File: config.mk
export PLATFORM = sky130hd
export DESIGN_NAME = chist_ctrl
export DESIGN_NICKNAME = d
export VERILOG_FILES = /design/src/hw/rtl/chist_pkg.sv /design/src/hw/rtl/chist_ctrl.sv
export VERILOG_INCLUDE_DIRS = /design/src /design/src/hw/rtl
export SDC_FILE = /design/constraint.sdc
export NUM_CORES = 1
export LEC_CHECK = 0
export BUFFER_PORTS_ARGS = -buffer_cell sky130_fd_sc_hd__buf_2
export CORE_UTILIZATION = 30
export CTS_CLUSTER_DIAMETER = 200
export DETAILED_ROUTE_END_ITERATION = 16
export SLEW_MARGIN = 20
export SYNTH_ARGS = -nofsm -noshare
export SYNTH_HDL_FRONTEND = slang
export SYNTH_SLANG_ARGS = --single-unit
File: constraint.sdc
create_clock -name clk -period 1.55 [get_ports clk]
set_input_delay 0.31 -clock clk [delete_from_list [all_inputs] [get_ports clk]]
set_output_delay 0.31 -clock clk [all_outputs]
set_load 0.1 [all_outputs]
File: src/hw/rtl/color_histogram_equalizer_defines.svh
// Assertion macros shared by the color histogram equalizer RTL.
// No dependencies; included by the modules that check their own logic.
`ifndef COLOR_HISTOGRAM_EQUALIZER_DEFINES_SVH
`define COLOR_HISTOGRAM_EQUALIZER_DEFINES_SVH

// Check that ante implies cons in the same cycle.
`define CHE_ASSERT_IMP(label, ante, cons, msg) \
	label: assert property (@(posedge clk) disable iff (!arst_n) (ante) |-> (cons)) \
		else $error(msg);

// Check that ante implies cons in the next cycle.
`define CHE_ASSERT_NXT(label, ante, cons, msg) \
	label: assert property (@(posedge clk) disable iff (!arst_n) (ante) |=> (cons)) \
		else $error(msg);

`endif

File: src/hw/rtl/chist_pkg.sv
// Shared types, constants and fixed-point helpers for the histogram equalizer.
// No dependencies; imported by the controller, the datapath and the top level.
`default_nettype none

package chist_pkg;

	localparam int COUNT_WIDTH    = 22;
	localparam int COEF_FRAC_BITS = 16;
	localparam int BINS           = 256;
	localparam int BIN_W          = 8;
	localparam int SUM_W          = COEF_FRAC_BITS + 11;
	localparam int CDF_W          = COUNT_WIDTH + BIN_W;
	localparam int NUM_W          = CDF_W + 10;
	localparam int DEN_W          = COUNT_WIDTH + 1;
	localparam int REM_W          = DEN_W + BIN_W;

	localparam longint K_YR = ((longint'(299) << COEF_FRAC_BITS) + 500) / 1000;
	localparam longint K_YG = ((longint'(587) << COEF_FRAC_BITS) + 500) / 1000;
	localparam longint K_YB = ((longint'(114) << COEF_FRAC_BITS) + 500) / 1000;
	localparam longint K_UR = ((longint'(169) << COEF_FRAC_BITS) + 500) / 1000;
	localparam longint K_UG = ((longint'(331) << COEF_FRAC_BITS) + 500) / 1000;
	localparam longint K_UB = ((longint'(499) << COEF_FRAC_BITS) + 500) / 1000;
	localparam longint K_VR = ((longint'(499) << COEF_FRAC_BITS) + 500) / 1000;
	localparam longint K_VG = ((longint'(418) << COEF_FRAC_BITS) + 500) / 1000;
	localparam longint K_VB = ((longint'(813) << COEF_FRAC_BITS) + 5000) / 10000;
	localparam longint K_RV = ((longint'(1402) << COEF_FRAC_BITS) + 500) / 1000;
	localparam longint K_GU = ((longint'(344) << COEF_FRAC_BITS) + 500) / 1000;
	localparam longint K_GV = ((longint'(714) << COEF_FRAC_BITS) + 500) / 1000;
	localparam longint K_BU = ((longint'(1772) << COEF_FRAC_BITS) + 500) / 1000;
	localparam longint HALF_OFFSET = longint'(128) << COEF_FRAC_BITS;

	typedef enum logic [1:0] {
		CMD_CLEAR  = 2'd0,
		CMD_COUNT  = 2'd1,
		CMD_FINISH = 2'd2,
		CMD_EQUAL  = 2'd3
	} cmd_code_t;

	typedef enum logic [1:0] {
		MAP_IDENT,
		MAP_ZERO,
		MAP_SAT,
		MAP_QUO
	} map_src_t;

	// Commands from the controller to the datapath
	typedef struct packed {
		logic     in_load;
		logic     idx_clr;
		logic     idx_inc;
		logic     total_clr;
		logic     total_inc;
		logic     hist_rd;
		logic     hist_rd_y;
		logic     hist_wr;
		logic     hist_wr_zero;
		logic     y_load;
		logic     scan_init;
		logic     scan_chk;
		logic     cdf_clr;
		logic     cdf_acc;
		logic     num_load;
		logic     div_start;
		logic     div_step;
		logic     map_wr;
		map_src_t map_src;
		logic     yuv_load;
		logic     eq_rd;
		logic     out_load;
	} dp_cmd_t;

	// Status from the datapath to the controller
	typedef struct packed {
		logic idx_last;
		logic den_zero;
		logic cdf_le;
		logic num_ge;
		logic div_last;
		logic out_free;
	} dp_sts_t;

	// Shift a Q-format sum down to a byte, clamping to 0..255
	function automatic logic [7:0] fix_to_byte(input logic signed [SUM_W-1:0] t);
		logic signed [SUM_W-1:0] sh;
		sh = t >>> COEF_FRAC_BITS;
		if (t < 0) begin
			return 8'd0;
		end else if (sh > SUM_W'(255)) begin
			return 8'd255;
		end else begin
			return sh[7:0];
		end
	endfunction

endpackage

`default_nettype wire

File: src/hw/rtl/chist_ctrl.sv
// Sequencing state machine of the histogram equalizer.
// Depends on chist_pkg; drives dp_cmd_t to the datapath and reads dp_sts_t.
`default_nettype none
`include "color_histogram_equalizer_defines.svh"

module chist_ctrl
	import chist_pkg::*;
(
	input  wire logic      clk,
	input  wire logic      arst_n,
	input  wire logic      in_valid,
	output logic           in_ready,
	input  wire logic [1:0] in_cmd,
	output dp_cmd_t        cmd,
	input  wire dp_sts_t   sts
);

	typedef enum logic [4:0] {
		ST_CLR, ST_IDLE,
		ST_C_Y, ST_C_RD, ST_C_WR,
		ST_F_S_RD, ST_F_S_CHK, ST_F_DEC, ST_F_ID,
		ST_F_B_RD, ST_F_B_ACC, ST_F_B_NUM, ST_F_B_CHK, ST_F_DIV, ST_F_WQ,
		ST_E_YUV, ST_E_RD, ST_E_OUT
	} state_t;

	state_t state_q;
	logic   accept;

	assign in_ready = (state_q == ST_IDLE);
	assign accept   = in_valid && in_ready;

	// Decode commands from the current state
	always_comb begin
		cmd = '0;
		cmd.map_src = MAP_IDENT;
		case (state_q)
			ST_CLR: begin
				cmd.hist_wr      = 1'b1;
				cmd.hist_wr_zero = 1'b1;
				cmd.idx_inc      = 1'b1;
			end
			ST_IDLE: begin
				if (accept) begin
					cmd.in_load = 1'b1;
					cmd.idx_clr = 1'b1;
					cmd.total_clr = (cmd_code_t'(in_cmd) == CMD_CLEAR);
					cmd.scan_init = (cmd_code_t'(in_cmd) == CMD_FINISH);
				end
			end
			ST_C_Y:     cmd.y_load = 1'b1;
			ST_C_RD: begin
				cmd.hist_rd   = 1'b1;
				cmd.hist_rd_y = 1'b1;
			end
			ST_C_WR: begin
				cmd.hist_wr   = 1'b1;
				cmd.total_inc = 1'b1;
			end
			ST_F_S_RD:  cmd.hist_rd = 1'b1;
			ST_F_S_CHK: begin
				cmd.scan_chk = 1'b1;
				cmd.idx_inc  = 1'b1;
			end
			ST_F_DEC: begin
				cmd.idx_clr = 1'b1;
				cmd.cdf_clr = 1'b1;
			end
			ST_F_ID: begin
				cmd.map_wr  = 1'b1;
				cmd.map_src = MAP_IDENT;
				cmd.idx_inc = 1'b1;
			end
			ST_F_B_RD:  cmd.hist_rd = 1'b1;
			ST_F_B_ACC: cmd.cdf_acc = 1'b1;
			ST_F_B_NUM: cmd.num_load = 1'b1;
			ST_F_B_CHK: begin
				if (sts.cdf_le) begin
					cmd.map_wr  = 1'b1;
					cmd.map_src = MAP_ZERO;
					cmd.idx_inc = 1'b1;
				end else if (sts.num_ge) begin
					cmd.map_wr  = 1'b1;
					cmd.map_src = MAP_SAT;
					cmd.idx_inc = 1'b1;
				end else begin
					cmd.div_start = 1'b1;
				end
			end
			ST_F_DIV:   cmd.div_step = 1'b1;
			ST_F_WQ: begin
				cmd.map_wr  = 1'b1;
				cmd.map_src = MAP_QUO;
				cmd.idx_inc = 1'b1;
			end
			ST_E_YUV:   cmd.yuv_load = 1'b1;
			ST_E_RD:    cmd.eq_rd = 1'b1;
			ST_E_OUT:   cmd.out_load = sts.out_free;
			default: ;
		endcase
	end

	// Advance the state
	always_ff @(posedge clk or negedge arst_n) begin
		if (!arst_n) begin
			state_q <= ST_CLR;
		end else begin
			case (state_q)
				ST_CLR:     if (sts.idx_last) state_q <= ST_IDLE;
				ST_IDLE: begin
					if (accept) begin
						case (cmd_code_t'(in_cmd))
							CMD_CLEAR:  state_q <= ST_CLR;
							CMD_COUNT:  state_q <= ST_C_Y;
							CMD_FINISH: state_q <= ST_F_S_RD;
							CMD_EQUAL:  state_q <= ST_E_YUV;
							default:    state_q <= ST_IDLE;
						endcase
					end
				end
				ST_C_Y:     state_q <= ST_C_RD;
				ST_C_RD:    state_q <= ST_C_WR;
				ST_C_WR:    state_q <= ST_IDLE;
				ST_F_S_RD:  state_q <= ST_F_S_CHK;
				ST_F_S_CHK: state_q <= sts.idx_last ? ST_F_DEC : ST_F_S_RD;
				ST_F_DEC:   state_q <= sts.den_zero ? ST_F_ID : ST_F_B_RD;
				ST_F_ID:    if (sts.idx_last) state_q <= ST_IDLE;
				ST_F_B_RD:  state_q <= ST_F_B_ACC;
				ST_F_B_ACC: state_q <= ST_F_B_NUM;
				ST_F_B_NUM: state_q <= ST_F_B_CHK;
				ST_F_B_CHK: begin
					if (sts.cdf_le || sts.num_ge) begin
						state_q <= sts.idx_last ? ST_IDLE : ST_F_B_RD;
					end else begin
						state_q <= ST_F_DIV;
					end
				end
				ST_F_DIV:   if (sts.div_last) state_q <= ST_F_WQ;
				ST_F_WQ:    state_q <= sts.idx_last ? ST_IDLE : ST_F_B_RD;
				ST_E_YUV:   state_q <= ST_E_RD;
				ST_E_RD:    state_q <= ST_E_OUT;
				ST_E_OUT:   if (sts.out_free) state_q <= ST_IDLE;
				default:    state_q <= ST_IDLE;
			endcase
		end
	end

	`CHE_ASSERT_NXT(a_one_item, accept, !in_ready, "ctrl took a beat while busy")

endmodule

`default_nettype wire

==> flow_summary_export.csv, run 1 <==
group,metric,value,unit
placement,pre_cts_ws,-0.256,ns
placement,place_area,1700,um^2
run_status,flow.stopped_at,"global routing",
synthesis,syn_area,652,um^2
synthesis,synth_ff_type,"dfrtp_1",
global_route,grt_max_degree,14,
placement,gp_congestion,0.859,
sta,crit_endpoint,"cmd[12]",
synthesis,ys_warn_count,0,
clock_tree,htree_num_levels,1,
synthesis,synthCells,96,
synthesis,synth_edf_count,0,
synthesis,ys_seq_area_share,19.2,%
synthesis,synthArstFlopShare,100,%
placement,portBuffers,34,
synthesis,synth.distinct_cells,33,
synthesis,syn_avg_cell_area,6.79,um^2
run_status,outcome,"aborted with a tool error",
clock_tree,cts_buffer_depth,2,
synthesis,synth_fp_nets,107,
floorplan,rows,16,
floorplan,pin_count,35,
clock_tree,clock_sinks,5,
run_status,stop_error,"[ERROR DPL-0038] Utilization greater than 100%, impossible to legalize",
clock_tree,clockRootBuffer,"clkbuf_4",
sta,worst_endpoint_kind,"primary output",
floorplan,start_util,32.6,%
synthesis,ys_ff_latch,5,
floorplan,die_width,48.6,um
floorplan,die_y,48.6,um
clock_tree,cts_made_buffers,3,
placement,dp_hpwl,2.40,mm
stage by stage:
step	instances	util, %	setup TNS, ns
2_1_floorplan	96	-	-14.38
4_1_cts	197	94.2	-8.92
3_3_place_gp	185	84.9	-2.65
3_5_place_dp	185	84.9	-3.74
synth_stat cells (all sizes together), types with 3 or more instances:
cell | number | area (um^2)
inv | 3 | 11.3
or3 | 3 | 18.8
nor3 | 10 | 50.1
nor2b | 5 | 31.3
nand2 | 8 | 30.0
nand2b | 6 | 37.5
o21ai | 6 | 30.0
dfrtp | 5 | 125
buf | 6 | 30.0
a21oi | 5 | 25.0
nor2 | 11 | 41.3
cell families after synthesis:
group,synth area share (%)
flops,19.2
buf+inv,7.49
compound gates,29.2
simple gates,42.8
xor+xnor,1.34
what timing repair did:
| action | in CTS |
|---|---|
| endpoints found under the hold margin | 5 |
| setup endpoints to repair | 29 |
| setup buffers | 8 |
| resized for setup | 26 |
| hold buffers | 1 |
| pin swaps | 6 |
==> run 2, diff against run 1 <==
CORE_AREA = 2 2 63 65   (was unset)
CORE_UTILIZATION = unset   (was 30)
CTS_CLUSTER_DIAMETER = unset   (was 200)
DIE_AREA = 0 0 65 67   (was unset)
PLACE_DENSITY_LB_ADDON = 0.15   (was unset)
clock period = 2 ns   (was 1.55 ns; I/O delays follow)
==> run 2 against run 1 <==
Effect of this change: the flow now finishes, with violations (negative setup slack); area after synthesis unchanged; synthesized cell count unchanged.
==> flow_summary_export.csv, run 2 <==
group,metric,value,unit
run_status,outcome,"finished, violations left",
run_status,violations,"negative setup slack",
clock_tree,clock_sinks,5,
finish,largest_register_ffs,5,
pwr,clockPowerShare,6.5,%
sta,setup_viol,2,
worst_setup_path,crit_type,"reg -> out",
pwr,p_leak,0.702,nW
placement,dp_hpwl,2.23,mm
synthesis,synth.distinct_cells,33,
finish,regMostFlops,"state_q",
clock_tree,cts_made_buffers,3,
finish,fin_util,47.7,%
worst_hold_path,hp-class,"in -> reg",
global_route,grt_antenna_before_repair,0,
finish,stdcell_area,1720,um^2
synthesis,ys_ff_latch,5,
floorplan,rows,22,
worst_setup_path,crit_path_max_fanout,7,
synthesis,synthCells,96,
flow_run,cap_violations,0,
global_route,gr-usage-met2,25.5,%
pwr,sequentialPowerShare,7.2,%
synthesis,synth-xor-area-share,1.34,%
synthesis,synth-compound-area-share,29.2,%
global_route,grt_overflow_total,0,
synthesis,synth_top_cell_by_area,"dfrtp_1",
synthesis,synthArstFlopShare,100,%
worst_setup_path,ff2ff_path_depth,6,
worst_setup_path,start_kind,"flip-flop",
sta,rsz0062_at_grt,"yes",
synthesis,synth_top_family_by_area,"simple AND/OR/NAND/NOR gates",
floorplan,die_y,67,um
pwr,p_sw_share,56.4,%
sta,layout_min_cycle_time,2.05,ns
sta,maxSlewHeadroom,75.9,%
detailed_routing,num_vias,920,
detailed_routing,drc,0,
placement,pre_cts_ws,0.0569,ns
synthesis,synth_fa_ha_area_share,0,%
finish,register_area,129,um^2
floorplan,core,3610,um^2
synthesis,synth_ff_type,"dfrtp_1",
synthesis,yosys-top-cells-count,"nor2_1, nor3_1, nand2_1",
sta,skew,0.00245,ns
global_route,grtUsageTotal,13.7,%
floorplan,pin_count,35,
detailed_routing,first_pass_iters,4,
worst_hold_path,holdPathStages,3,
floorplan,start_util,18.1,%
global_route,grt_pass1_vias,942,
finish,syn2layout_area_growth,164,%
finish,multi_input_area,729,um^2
worst_setup_path,arrival,1.65,ns
pwr,power.density,1610,nW/um^2
floorplan,dieArea,4360,um^2
detailed_routing,vias_per_cell,4.60,
clock_tree,clockRootBuffer,"clkbuf_8",
clock_tree,htree_num_levels,1,
placement,place_area,1550,um^2
pwr,power,0.00277,W
sta,maxSlewViolCount,0,
finish,final_cell_mix,"buf_12, buf_4, buf_2",
synthesis,synth.area.mux_share,0,%
synthesis,netlist.area_leader.share,19.2,%
clock_tree,cts_buffer_depth,2,
synthesis,synth_edf_count,0,
clock_tree,cts_tree,"yes",
detailed_routing,wire_per_inst,13.8,um
detailed_routing,ant_nets,0,
clock_tree,path_clk_slew,0.03,ns
detailed_routing,drt_iter0_drc,25,
synthesis,synth.most_common_cell,"nor2_1",
global_route,grt_pass1_wl,4.62,mm
worst_setup_path,cp.required,1.60,ns
finish,fillers,352,
synthesis,syn_avg_cell_area,6.79,um^2
synthesis,ys_seq_area_share,19.2,%
sta,final-hold-violation-count,0,
synthesis,synthSimpleGateAreaFrac,42.8,%
global_route,use_met1,16.5,%
synthesis,synth_fp_nets,107,
global_route,met3_usage,1.35,%
pwr,p_int,0.00121,W
synthesis,syn_area,652,um^2
sta,tightest_slew,0.352,ns
placement,gp_congestion,0.736,
sta,fin_crit_sh,103,%
pwr,power.switching,0.00157,W
finish,drive_above_1_share,66.4,%
global_route,grt_max_degree,14,
worst_setup_path,cp-end-kind,"output port",
finish,n_antenna_cell,0,
floorplan,die_width,65,um
pwr,comb_power_share,86.2,%
finish,finalNetCount,164,
finish,final_common_cell,"buf_12",
clock_tree,clk_latency,0.22,ns
detailed_routing,finalWirelength,2.76,mm
pwr,ir_worst_vdd,0.951,mV
sta,maxClockFrequency,0.488,GHz
sta,postLayoutSetupSlackWorst,-0.0510,ns
finish,biggestRegsByFlops,"state_q x5",
synthesis,ys_warn_count,0,
global_route,gr-max-usage-layer,"met2",
placement,portBuffers,34,
synthesis,yosys-top-cells-area,"dfrtp_1, nor3_1, nor2_1, nand2b_1, nor2b_1",
sta,fin_hold_ws,0.468,ns
-- run 2: kinds of logic after synthesis --
logic type,after synthesis
simple gates,52
compound gates,27
buf+inv,11
flops,5
xor+xnor,1
-- run 2: final cells by class --
type / count / area share [%]
tap: 48 / 3.49
inverter: 3 / 0.655
multi-input combinational: 80 / 42.4
clock buffer: 4 / 2.62
timing repair buffer: 60 / 43.3
sequential: 5 / 7.50
-- run 2: timing repair --
action | CTS | global route
gates resized for setup | 10 | 8
setup endpoints to repair | 19 | 13
cloned | 0 | 0
buffers inserted | 4 | 3
hold endpoints to repair | 5 | 0
hold buffers | 1 | 0
pin swaps | 5 | 1
-- run 2: final timing paths --
kind,start,end,slack [ns]
worst min register to register,state_q[3],state_q[3],0.80
min in group asynchronous,arst_n,state_q[4],0.56
max in group asynchronous,arst_n,state_q[0],1.30
worst max register to register,state_q[4],state_q[2],0.23
worst max-delay path,state_q[1],cmd[12],-0.05
worst min-delay path,sts[5],state_q[1],0.47
-- run 2: power groups by stage --
stage	sequential, W	clock (W)	combinational, W
6_report	0.000200	0.000181	0.00239
3_5_place_dp	0.000197	0	0.00224
2_1_floorplan	0.000164	0	0.00150
4_1_cts	0.000199	0.000186	0.00232
5_1_grt	0.000209	0.000195	0.00251
3_3_place_gp	0.000197	0	0.00223
-- run 2: worst max-delay path, cell delays in order, from the launching register on --
cell and delay [ns]:
dfrtp_2 0.44, or3_4 0.36, nor2_4 0.12, nand2_4 0.09, nor3b_4 0.22, buf_12 0.20
-- run 2: through the flow --
step           cells  TNS (ns)
2_1_floorplan     96     -5.82
3_3_place_gp     188         0
3_5_place_dp     188         0
4_1_cts          197   -0.0661
5_1_grt          200    -0.391
6_report         200   -0.0987
-- run 2: metal layers --
metal	wire length, um	up-vias
li1	-	461
met1	1100	437
met2	1560	20
met3	94	2
met4	14	0
met5	0	-
No activity file was read; power rests on OpenSTA's default activity.
